--- config.mk ---
export PLATFORM = sky130hd
export DESIGN_NAME = stack_allocator_with_marks
export DESIGN_NICKNAME = d
export VERILOG_FILES = /design/src/sam_pkg.sv /design/src/sam_ram.sv /design/src/sam_alloc.sv /design/src/sam_marks.sv /design/src/stack_allocator_with_marks.sv
export VERILOG_INCLUDE_DIRS = /design/src /design/src/src
export SDC_FILE = /design/constraint.sdc
export NUM_CORES = 1
export LEC_CHECK = 0
export ABC_CLOCK_PERIOD_IN_PS = 8650
export BUFFER_PORTS_ARGS = -buffer_cell sky130_fd_sc_hd__buf_4
export CAP_MARGIN = 25
export CELL_PAD_IN_SITES_DETAIL_PLACEMENT = 1
export CELL_PAD_IN_SITES_GLOBAL_PLACEMENT = 2
export CORE_MARGIN = 1.5
export CORE_UTILIZATION = 45
export DETAILED_ROUTE_END_ITERATION = 10
export HOLD_SLACK_MARGIN = 0.1
export PLACE_DENSITY = 0.77
export SLEW_MARGIN = 20
export SYNTH_ARGS = -nofsm -noshare
export SYNTH_HDL_FRONTEND = slang
export SYNTH_SLANG_ARGS = --single-unit
--- constraint.sdc ---
create_clock -name clk -period 8.65 [get_ports clk]
set_clock_uncertainty 0.1 [all_clocks]
set_input_delay 1.73 -clock clk [delete_from_list [all_inputs] [get_ports clk]]
set_output_delay 1.73 -clock clk [all_outputs]
set_load 0.02 [all_outputs]
--- src/stack_allocator_with_marks_defines.svh ---
// Assertion macros shared by the stack allocator RTL.
`ifndef STACK_ALLOCATOR_WITH_MARKS_DEFINES_SVH
`define STACK_ALLOCATOR_WITH_MARKS_DEFINES_SVH
`ifndef SYNTHESIS
// Same-cycle implication, sampled on clk, off while rst_n is low
`define SAM_ASSERT_IMP(name, a, b) \
    name: assert property (@(posedge clk) disable iff (!rst_n) (a) |-> (b)) \
        else $error("stack allocator assertion failed");
// Next-cycle implication, sampled on clk, off while rst_n is low
`define SAM_ASSERT_NEXT(name, a, b) \
    name: assert property (@(posedge clk) disable iff (!rst_n) (a) |=> (b)) \
        else $error("stack allocator assertion failed");
`else
`define SAM_ASSERT_IMP(name, a, b)
`define SAM_ASSERT_NEXT(name, a, b)
`endif
`endif

--- src/sam_pkg.sv ---
// Types, codes and constants of the stack allocator with marks.
package sam_pkg;

    localparam int ADDR_BITS      = 32;
    localparam int MARK_DEPTH     = 16;
    localparam int MIN_ALIGN_LOG2 = 3;
    localparam int MAX_ALIGN_LOG2 = 12;

    localparam int DATA_BITS      = 32;
    localparam int CFG_INDEX_BITS = 1;

    localparam logic [DATA_BITS-1:0] BASE_RESET     = 32'h0000_0000;
    localparam logic [DATA_BITS-1:0] CAPACITY_RESET = 32'h0001_0000;

    // Addresses leave through a 32-bit field; keep only ADDR_BITS of them
    localparam logic [DATA_BITS-1:0] ADDR_MASK = (ADDR_BITS >= DATA_BITS) ?
        32'hFFFF_FFFF : 32'((64'd1 << ADDR_BITS) - 64'd1);

    typedef enum logic [CFG_INDEX_BITS-1:0] {
        CFG_BASE     = 1'b0,
        CFG_CAPACITY = 1'b1
    } cfg_index_t;

    typedef enum logic [1:0] {
        ACT_ALLOC  = 2'd0,
        ACT_RECORD = 2'd1,
        ACT_UNWIND = 2'd2,
        ACT_RESET  = 2'd3
    } action_t;

    typedef enum logic [2:0] {
        ST_OK          = 3'd0,
        ST_BAD_ARG     = 3'd1,
        ST_NO_SPACE    = 3'd2,
        ST_MARKS_FULL  = 3'd3,
        ST_MARKS_EMPTY = 3'd4
    } status_t;

    typedef struct packed {
        logic push;
        logic pop;
        logic clear;
    } mark_ctrl_t;

    typedef struct packed {
        logic full;
        logic empty;
    } mark_stat_t;

endpackage

--- src/sam_ram.sv ---
// Generic single-write, single-read RAM with registered read data.
module sam_ram #(
    parameter int WIDTH = 32,
    parameter int DEPTH = 16,
    parameter int AW    = (DEPTH > 1) ? $clog2(DEPTH) : 1
) (
    input  logic             clk,
    input  logic             wr_en,
    input  logic [AW-1:0]    wr_addr,
    input  logic [WIDTH-1:0] wr_data,
    input  logic [AW-1:0]    rd_addr,
    output logic [WIDTH-1:0] rd_data
);

    logic [WIDTH-1:0] mem [DEPTH];
    logic [WIDTH-1:0] rd_data_reg;

    always_ff @(posedge clk)
    begin
        if (wr_en)
        begin
            mem[wr_addr] <= wr_data;
        end
        rd_data_reg <= mem[rd_addr];
    end

    assign rd_data = rd_data_reg;

endmodule

--- src/sam_alloc.sv ---
// Allocate datapath: align the top address, check the fit, form the new used count.
module sam_alloc (
    input  logic [31:0]      base_address,
    input  logic [31:0]      region_capacity,
    input  logic [31:0]      used_bytes,
    input  logic [31:0]      request_size,
    input  logic [4:0]       align_log2,
    output sam_pkg::status_t alloc_status,
    output logic [31:0]      alloc_address,
    output logic [31:0]      alloc_used
);

    logic [32:0] current;
    logic [31:0] align_mask;
    logic [31:0] pad;
    logic [33:0] aligned;
    logic [32:0] total;
    logic [31:0] left;
    logic        bad_arg;

    always_comb
    begin
        current    = {1'b0, base_address} + {1'b0, used_bytes};
        align_mask = ~(32'hFFFF_FFFF << align_log2);
        // padding up to the next boundary is the negated low bits
        pad        = (~current[31:0] + 32'd1) & align_mask;
        aligned    = {1'b0, current} + {2'b00, pad};
        total      = {1'b0, request_size} + {1'b0, pad};
        left       = (used_bytes >= region_capacity) ? 32'd0 :
                     region_capacity - used_bytes;
        bad_arg    = (request_size == 32'd0) ||
                     (align_log2 < 5'(sam_pkg::MIN_ALIGN_LOG2)) ||
                     (align_log2 > 5'(sam_pkg::MAX_ALIGN_LOG2));

        if (bad_arg)
        begin
            alloc_status = sam_pkg::ST_BAD_ARG;
        end
        else if (total > {1'b0, left})
        begin
            alloc_status = sam_pkg::ST_NO_SPACE;
        end
        else
        begin
            alloc_status = sam_pkg::ST_OK;
        end

        alloc_address = aligned[31:0] & sam_pkg::ADDR_MASK;
        alloc_used    = used_bytes + total[31:0];
    end

endmodule

--- src/sam_marks.sv ---
// Mark stack: newest mark in a register, older marks in a RAM read one ahead.
module sam_marks #(
    parameter int MARK_DEPTH = sam_pkg::MARK_DEPTH
) (
    input  logic                 clk,
    input  logic                 rst_n,
    input  sam_pkg::mark_ctrl_t  ctrl,
    input  logic [31:0]          push_data,
    output logic [31:0]          top_data,
    output sam_pkg::mark_stat_t  stat
);

    localparam int CW = $clog2(MARK_DEPTH + 1);
    localparam int AW = (MARK_DEPTH > 1) ? $clog2(MARK_DEPTH) : 1;

    logic [CW-1:0] count_reg, count_next;
    logic          top_sel_reg, top_sel_next;
    logic [31:0]   top_reg, top_next;
    logic [31:0]   rd_data;
    logic [31:0]   top_value;
    logic [CW-1:0] cnt_m1;
    logic [CW-1:0] cnt_m2;
    logic          wr_en;

    // After a pop the new top arrives on the RAM read port
    assign top_value  = top_sel_reg ? rd_data : top_reg;
    assign top_data   = top_value;
    assign stat.full  = (count_reg == CW'(MARK_DEPTH));
    assign stat.empty = (count_reg == '0);
    assign cnt_m1     = count_reg - CW'(1);
    assign cnt_m2     = count_reg - CW'(2);
    assign wr_en      = ctrl.push && (count_reg != '0);

    sam_ram #(
        .WIDTH (32),
        .DEPTH (MARK_DEPTH),
        .AW    (AW)
    ) u_ram (
        .clk     (clk),
        .wr_en   (wr_en),
        .wr_addr (cnt_m1[AW-1:0]),
        .wr_data (top_value),
        .rd_addr (cnt_m2[AW-1:0]),
        .rd_data (rd_data)
    );

    always_comb
    begin
        count_next   = count_reg;
        top_sel_next = 1'b0;
        top_next     = top_value;
        if (ctrl.clear)
        begin
            count_next = '0;
        end
        else if (ctrl.push)
        begin
            count_next = count_reg + CW'(1);
            top_next   = push_data;
        end
        else if (ctrl.pop)
        begin
            count_next   = cnt_m1;
            top_sel_next = 1'b1;
        end
    end

    always_ff @(posedge clk or negedge rst_n)
    begin
        if (!rst_n)
        begin
            count_reg   <= '0;
            top_sel_reg <= 1'b0;
        end
        else
        begin
            count_reg   <= count_next;
            top_sel_reg <= top_sel_next;
        end
    end

    always_ff @(posedge clk)
    begin
        top_reg <= top_next;
    end

endmodule

--- src/stack_allocator_with_marks.sv ---
// Top level of the stack allocator with marks: hold stage, execute, result register.
//
//  channel | direction | transfer when          | payload
//  in      | input     | in_valid & in_ready    | action, request_size, align_log2
//  out     | output    | out_valid & out_ready  | status, block_address
//  cfg     | input     | cfg_write              | cfg_index, cfg_data
//
// One request per cycle while out is not stalled; each result goes through the hold stage, then the result register.
// The used count and mark stack update in the execute cycle, so the next
// request sees them at once; the mark RAM is read one entry ahead.
// Reset clears the used count, mark count and both stages; no clearing pass.
// When out is stalled the result register holds, the hold stage takes one more
// request, then in_ready drops.
`include "stack_allocator_with_marks_defines.svh"

module stack_allocator_with_marks #(
    parameter int MARK_DEPTH = sam_pkg::MARK_DEPTH
) (
    input  logic                               clk,
    input  logic                               rst_n,
    input  logic                               cfg_write,
    input  logic [sam_pkg::CFG_INDEX_BITS-1:0] cfg_index,
    input  logic [31:0]                        cfg_data,
    input  logic                               in_valid,
    output logic                               in_ready,
    input  logic [1:0]                         action,
    input  logic [31:0]                        request_size,
    input  logic [4:0]                         align_log2,
    output logic                               out_valid,
    input  logic                               out_ready,
    output logic [2:0]                         status,
    output logic [31:0]                        block_address
);

    logic [31:0]         base_reg;
    logic [31:0]         cap_reg;
    logic [31:0]         used_reg, used_next;

    logic                hold_valid_reg;
    sam_pkg::action_t    hold_action_reg;
    logic [31:0]         hold_size_reg;
    logic [4:0]          hold_align_reg;

    logic                out_valid_reg;
    sam_pkg::status_t    status_reg, status_next;
    logic [31:0]         addr_reg, addr_next;

    logic                exec_fire;
    sam_pkg::status_t    alloc_status;
    logic [31:0]         alloc_address;
    logic [31:0]         alloc_used;
    sam_pkg::mark_ctrl_t mark_ctrl;
    sam_pkg::mark_stat_t mark_stat;
    logic [31:0]         mark_top;

    assign exec_fire     = hold_valid_reg && (!out_valid_reg || out_ready);
    assign in_ready      = !hold_valid_reg || exec_fire;
    assign out_valid     = out_valid_reg;
    assign status        = status_reg;
    assign block_address = addr_reg;

    sam_alloc u_alloc (
        .base_address    (base_reg),
        .region_capacity (cap_reg),
        .used_bytes      (used_reg),
        .request_size    (hold_size_reg),
        .align_log2      (hold_align_reg),
        .alloc_status    (alloc_status),
        .alloc_address   (alloc_address),
        .alloc_used      (alloc_used)
    );

    sam_marks #(
        .MARK_DEPTH (MARK_DEPTH)
    ) u_marks (
        .clk       (clk),
        .rst_n     (rst_n),
        .ctrl      (mark_ctrl),
        .push_data (used_reg),
        .top_data  (mark_top),
        .stat      (mark_stat)
    );

    always_comb
    begin
        status_next     = sam_pkg::ST_OK;
        addr_next       = 32'd0;
        used_next       = used_reg;
        mark_ctrl.push  = 1'b0;
        mark_ctrl.pop   = 1'b0;
        mark_ctrl.clear = 1'b0;
        case (hold_action_reg)
            sam_pkg::ACT_ALLOC:
            begin
                status_next = alloc_status;
                if (alloc_status == sam_pkg::ST_OK)
                begin
                    addr_next = alloc_address;
                    used_next = alloc_used;
                end
            end
            sam_pkg::ACT_RECORD:
            begin
                if (mark_stat.full)
                begin
                    status_next = sam_pkg::ST_MARKS_FULL;
                end
                else
                begin
                    mark_ctrl.push = exec_fire;
                end
            end
            sam_pkg::ACT_UNWIND:
            begin
                if (mark_stat.empty)
                begin
                    status_next = sam_pkg::ST_MARKS_EMPTY;
                end
                else
                begin
                    mark_ctrl.pop = exec_fire;
                    used_next     = mark_top;
                end
            end
            default:
            begin
                mark_ctrl.clear = exec_fire;
                used_next       = 32'd0;
            end
        endcase
    end

    always_ff @(posedge clk or negedge rst_n)
    begin
        if (!rst_n)
        begin
            base_reg       <= sam_pkg::BASE_RESET;
            cap_reg        <= sam_pkg::CAPACITY_RESET;
            used_reg       <= 32'd0;
            hold_valid_reg <= 1'b0;
            out_valid_reg  <= 1'b0;
        end
        else
        begin
            if (cfg_write)
            begin
                case (cfg_index)
                    sam_pkg::CFG_BASE:     base_reg <= cfg_data;
                    sam_pkg::CFG_CAPACITY: cap_reg  <= cfg_data;
                    default:               ;
                endcase
            end
            if (in_ready)
            begin
                hold_valid_reg <= in_valid;
            end
            if (exec_fire)
            begin
                used_reg      <= used_next;
                out_valid_reg <= 1'b1;
            end
            else if (out_ready)
            begin
                out_valid_reg <= 1'b0;
            end
        end
    end

    // Payload registers: load on transfer, hold otherwise
    always_ff @(posedge clk)
    begin
        if (in_valid && in_ready)
        begin
            hold_action_reg <= sam_pkg::action_t'(action);
            hold_size_reg   <= request_size;
            hold_align_reg  <= align_log2;
        end
        if (exec_fire)
        begin
            status_reg <= status_next;
            addr_reg   <= addr_next;
        end
    end

    `SAM_ASSERT_IMP(a_fail_no_addr, out_valid_reg && (status_reg != sam_pkg::ST_OK), addr_reg == 32'd0)
    `SAM_ASSERT_NEXT(a_fail_keeps_used, exec_fire && (status_next != sam_pkg::ST_OK), used_reg == $past(used_reg))
    `SAM_ASSERT_IMP(a_ready_low_held, !in_ready, hold_valid_reg && out_valid_reg && !out_ready)

endmodule

==> flow_metrics.py, run 1 <==
metrics = {
    "outcome": {
        "status": "completed",
    },
    "routing": {
        "num_vias": 24518,
        "drt-vias-per-instance": 5.89,
        "dr.pass1.iters": 5,
        "wire_per_inst_microns": 25.6,
        "routed_wl_microns": 106000,
        "drt_iter0_drc": 1560,
        "antenna_left": 0,
        "drc": 0,
    },
    "finish": {
        "seq_area_sq_um": 21500,
        "largest_reg_flops": 512,
        "final_nets": 3279,
        "fillCellCount": 8250,
        "multi_input_area_sq_um": 16000,
        "stdcell_count": 4165,
        "area_delta_synth_final_pct": 16.1,
        "final_common_cell": "edfxtp_1",
        "diodes": 0,
        "final_cell_mix": "edfxtp_1 (586), buf_4 (237), nor2_1 (184)",
        "drive_gt1_frac": 0.241,
        "top_register": "u_marks.u_ram.mem",
    },
    "clock_tree": {
        "hold_buffers": 0,
        "cts_tree": "done",
        "insertion_delay_ps": 670,
        "clock_path_buffers": 3,
        "root_buffer": "clkbuf_16",
        "path_clk_slew_ps": 60,
        "cts.htree.levels": 3,
        "cts.sinks": 754,
        "cts_buffers": 84,
    },
    "timing": {
        "max_freq_mhz": 122,
        "finalSetupViolCount": 0,
        "finalCritPeriodShare": 0.948,
        "hold_violations": 0,
        "final_max_slew_viol_count": 0,
        "fin_ws_ps": 447,
        "max_slew.worst_pin.slew_ps": 1050,
        "period_needed_ps": 8200,
        "slew_headroom": 0.301,
    },
    "floorplanning": {
        "initial_core_util": 0.453,
        "ios": 114,
        "core_area_sq_um": 83400,
        "rows": 106,
        "dieArea_sq_um": 85700,
        "die_w_microns": 293,
        "die_h_microns": 293,
    },
    "critical_path": {
        "path_class": "register to register",
        "slowest_stage": "a2111o_1",
        "cp_max_fo": 41,
        "crit_family": "compound AO/OA/AOI/OAI gates",
        "cp-end-kind": "register",
        "critical_path_arrival_ps": 8640,
        "worst_path_largest_cell_delay_ps": 440,
        "cp.buffers_inverters": 4,
        "worstPathRequired_ps": 9080,
        "worst_setup_path_start_kind": "register",
    },
    "yosys": {
        "syn_inst": 2784,
        "async_reset_ff_frac": 0.138,
        "syn_area_per_cell_sq_um": 13.6,
        "yosysWarnings": 0,
        "synth_seq_cells": 754,
        "syn_nets": 3050,
        "yosysUniqueCellTypes": 93,
        "synth_edf_count": 586,
        "ys_seq_area_frac": 0.569,
        "synth_area_sq_um": 37800,
        "synth_ff_type": "edfxtp_1",
        "yosys-top-cells-area": "edfxtp_1 (47%), mux4_2 (9.5%), dfrtp_1 (6.8%)",
        "synth_largest_area_cell": "edfxtp_1",
        "synth_top_area_frac": 0.466,
    },
    "global_route": {
        "antenna_found_initial": 2,
        "overflow": 0,
        "grt_pass1_wl_microns": 160000,
        "grt_pass1_vias": 25545,
        "grt_max_degree": 69,
        "grt_use_total": 0.248,
    },
    "pwr": {
        "peakVddDrop_mv": 0.294,
        "total_power_uw": 18600,
        "p_per_area_nw_per_um2": 424,
        "power_leakage_uw": 0.0164,
    },
    "placed_design": {
        "post-dp-hpwl_microns": 72500,
        "place.gp.congestion": 0.958,
        "dp_slack_ps": -17.9,
        "placed_cells": 3989,
        "portBuffers": 113,
    },
    "worst_hold_path": {
        "hp-class": "register to register",
    },
    "job": {
        "cap_violations": 0,
    },
}
[worst paths after layout]
kind | to | cells after the start | slack [ps] | startpoint
worst min register to register | out_valid | 1 | 400 | hold_valid_reg
worst max register to register | used_reg[8] | 39 | 450 | used_reg[1]
worst min-delay path | out_valid | 1 | 400 | hold_valid_reg
min in group asynchronous | u_marks.count_reg[2] | 1 | 970 | rst_n
max in group asynchronous | base_reg[10] | 2 | 6160 | rst_n
worst max-delay path | used_reg[8] | 39 | 450 | used_reg[1]
[where the power goes]
| group | total (uW) | switching [uW] | internal (uW) |
|---|---|---|---|
| sequential | 5040 | 355 | 4680 |
| clock | 3580 | 1550 | 2030 |
| combinational | 9990 | 5820 | 4170 |
| total | 18600 | 7730 | 10900 |
[cell families (layout without fill, tap and decap cells)]
family,Yosys count,count (layout),synth area share
DFF,754,754,0.569
and+or+nand+nor,652,652,0.0828
AOI/OAI and AO/OA,548,549,0.0958
muxes,290,290,0.134
buffers and inverters,199,499,0.0199
adders and majority gates,189,189,0.0634
xor gates and xnor gates,151,151,0.0352
other,1,1,0.0000993
[per-stage QoR]
step           utilization  hold slack (ps)  cell area, sq um  setup TNS [ps]
3_5_place_dp         0.487              387             40600           -17.9
6_report             0.525              403             43800               0
5_1_grt              0.525              432             43800           -1270
4_1_cts              0.521              413             43400               0
2_1_floorplan            -              357             37800               0
3_3_place_gp         0.487              380             40600               0
[Yosys cell counts, types with 12 or more instances]
library cell and n:
mux2_2 119, edfxtp_1 586, and2_1 14, a21oi_1 165
dfxtp_1 64, a211oi_1 12, inv_1 100, o31ai_1 31
o211ai_1 19, nand4_1 28, buf_1 23, xor2_1 59
dfrtp_1 103, mux4_2 160, o21ai_0 103, clkbuf_1 73
nor4_1 17, nand3_1 37, and3_1 17, nor3_1 45
o21a_1 20, nor2_1 203, a21o_1 65, ha_1 185
o21bai_1 21, nand2b_1 31, xnor2_1 91, nand2_1 176
nor2b_1 24
[final cells by class]
type                       count  share of cell area
sequential                   754               0.490
multi-input combinational   1832               0.364
clock buffer                 113              0.0513
timing repair buffer         241              0.0424
tap                         1080              0.0308
clock inverter                45              0.0125
inverter                     100             0.00856
[repair_timing]
item,4_1_cts,5_1_grt
endpoints found under the setup margin,49,68
gates resized for setup,4,54
cloned,0,1
pin swaps,1,19
setup buffers,0,15
[layer usage]
layer | global-route usage | routed length (microns) | vias to the layer above | part of all wire
met3 | 0.0351 | 5090 | 131 | 0.048
met1 | 0.355 | 48800 | 12672 | 0.46
met5 | 0 | 0 | - | 0
met4 | 0.0612 | 2400 | 0 | 0.022
li1 | - | - | 11162 | -
met2 | 0.399 | 50200 | 553 | 0.47
Power figures use the tool's default switching activity.
==> inputs of run 2 (changes only) <==
Settings changed: GPL_TIMING_DRIVEN from default to 0.
==> run 2 against run 1 <==
Non-clock buffer count up 80. Wire length up 8.1%. Critical path depth down 5. First-iteration DRC count up 25%. Flip-flop and latch count unchanged. Sequential power down 0.8%. Total power up 2.3%. Worst hold slack better by 12 ps. Largest cell class unchanged. Die area unchanged. Global-route usage up 2.0 points. Via count up 3.8%. Highest routed layer is now met5.
==> flow_metrics.py, run 2 (synthesis results as in run 1) <==
metrics = {
    "critical_path": {
        "r2r_slack_ps": 250,
        "cp-end-kind": "register",
        "cp-startpoint": "used_reg[9]",
        "worstPathRequired_ps": 9080,
        "critical_path_arrival_ps": 8830,
        "slowest_stage": "ha_2",
        "r2r_start": "used_reg[9]",
        "crit_family": "simple AND/OR/NAND/NOR gates",
        "cp.depth": 34,
        "cp_max_fo": 10,
        "ff2ff_path_depth": 34,
        "critPathMostFrequentCell": "nor2_1",
        "path_class": "register to register",
        "cp.buffers_inverters": 3,
        "worst_setup_path_start_kind": "register",
        "r2r_end": "used_reg[24]",
        "worst_path_largest_cell_delay_ps": 540,
    },
    "routing": {
        "routed_wl_microns": 115000,
        "drc": 0,
        "drt-vias-per-instance": 6.00,
        "wire_per_inst_microns": 27.1,
        "dr.pass1.iters": 5,
        "num_vias": 25451,
        "antenna_left": 0,
        "drt_iter0_drc": 1950,
    },
    "worst_hold_path": {
        "holdPathStages": 1,
        "min_from": "cap_reg[18]",
        "hp-class": "register to register",
        "min_to": "cap_reg[18]",
    },
    "finish": {
        "top_register": "u_marks.u_ram.mem",
        "fillCellCount": 8137,
        "area_delta_synth_final_pct": 19.9,
        "final_area_sq_um": 45300,
        "final_nets": 3357,
        "final_cell_mix": "edfxtp_1 (586), buf_4 (182), nor2_1 (178)",
        "final_common_cell": "edfxtp_1",
        "drive_gt1_frac": 0.254,
        "largest_reg_flops": 512,
    },
    "timing": {
        "finalCritPeriodShare": 0.972,
        "tns_ps": 0,
        "slew_headroom": 0.279,
        "hold_slack_ps": 414,
        "final_max_slew_viol_count": 0,
        "max_slew.worst_pin.slew_ps": 1080,
        "max_freq_mhz": 119,
        "hold_violations": 0,
        "finalSetupViolCount": 0,
        "period_needed_ps": 8400,
    },
    "placed_design": {
        "dpl_cell_area_sq_um": 41100,
        "place.gp.congestion": 0.956,
        "post-dp-hpwl_microns": 84500,
        "portBuffers": 113,
    },
    "pwr": {
        "power_leakage_uw": 0.0168,
        "p_per_area_nw_per_um2": 421,
        "peakVddDrop_mv": 0.284,
    },
    "clock_tree": {
        "path_clk_slew_ps": 60,
        "cts.sinks": 754,
        "cts.htree.levels": 3,
        "insertion_delay_ps": 670,
        "cts_buffers": 83,
        "hold_buffers": 0,
        "clock_path_buffers": 3,
        "root_buffer": "clkbuf_16",
        "cts_tree": "done",
    },
    "global_route": {
        "overflow": 0,
        "antenna_found_initial": 2,
        "grt_use_total": 0.268,
        "grt_max_degree": 105,
        "grt_pass1_vias": 26153,
        "grt_pass1_wl_microns": 170000,
    },
    "floorplanning": {
        "die_h_microns": 293,
        "rows": 106,
        "die_w_microns": 293,
        "dieArea_sq_um": 85700,
        "core_area_sq_um": 83400,
        "ios": 114,
        "initial_core_util": 0.453,
    },
    "outcome": {
        "status": "completed",
    },
    "job": {
        "cap_violations": 0,
    },
}
## run 2: changes by cell type in the layout (fill, tap and decap cells not counted), sizes merged
cell	change
clkbuf	+75
buf	+13
clkinvlp	-6
inv	-3
bufinv	-2
a211o	-1
diode	+1
## run 2: worst reg2reg max path: cells and delay by family, from the launching register on
kind	cells	cell delay [ps]
fa+ha+maj	3	1250
compound gates	12	2570
flops	1	480
buf+inv	3	610
xor+xnor	3	710
simple gates	13	2590
## run 2: how the worst max path moves through the flow
stage	endpoint	slack, ps
final	used_reg[24]	250
after global routing	used_reg[23]	-70
after CTS	used_reg[17]	10
after detailed placement	block_address[28]	-2770
after global placement	block_address[19]	-2790
after floorplan	used_reg[0]	1000
## run 2: layout make-up
type | count | area [sq um] | share of cell area
Timing Repair Buffer | 228 | 2480 | 0.0547
Clock inverter | 34 | 393 | 0.00868
Tap cell | 1080 | 1350 | 0.0299
Sequential cell | 754 | 21500 | 0.475
Antenna cell | 1 | 2.50 | 0.0000553
Inverter | 100 | 379 | 0.00838
Multi-Input combinational cell | 1831 | 16400 | 0.361
Buffer | 93 | 433 | 0.00957
Clock buffer | 121 | 2380 | 0.0526
## run 2: what timing repair did
item	in CTS	in global routing
pin swaps	24	42
gates resized for setup	81	110
setup buffers	27	43
cloned	0	1
endpoints found under the setup margin	68	68
## run 2: per-stage QoR
stage | cells | worst slack [ps] | total power (uW) | util
finish | 4242 | 246 | 19000 | 0.543
global route | 4241 | -66.7 | 20200 | 0.543
CTS | 4200 | 14.7 | 18600 | 0.533
detailed placement | 4019 | -2770 | 14700 | 0.493
global placement | 3977 | -2790 | 14200 | 0.479
floorplan | 2784 | 997 | 11800 | -
## run 2: power by group
| group | switching, uW | leakage (uW) | internal, uW |
|---|---|---|---|
| clock | 1520 | 0.00134 | 2030 |
| sequential | 314 | 0.00716 | 4680 |
| combinational | 6160 | 0.00834 | 4330 |
## run 2: routing by layer
metal  vias to the layer above  wire (microns)  GRT usage
li1                      11320               -          -
met1                     13116           51400      0.389
met2                       847           53700      0.422
met3                       166            7410     0.0404
met4                         2            2650     0.0693
met5                         -               8          0
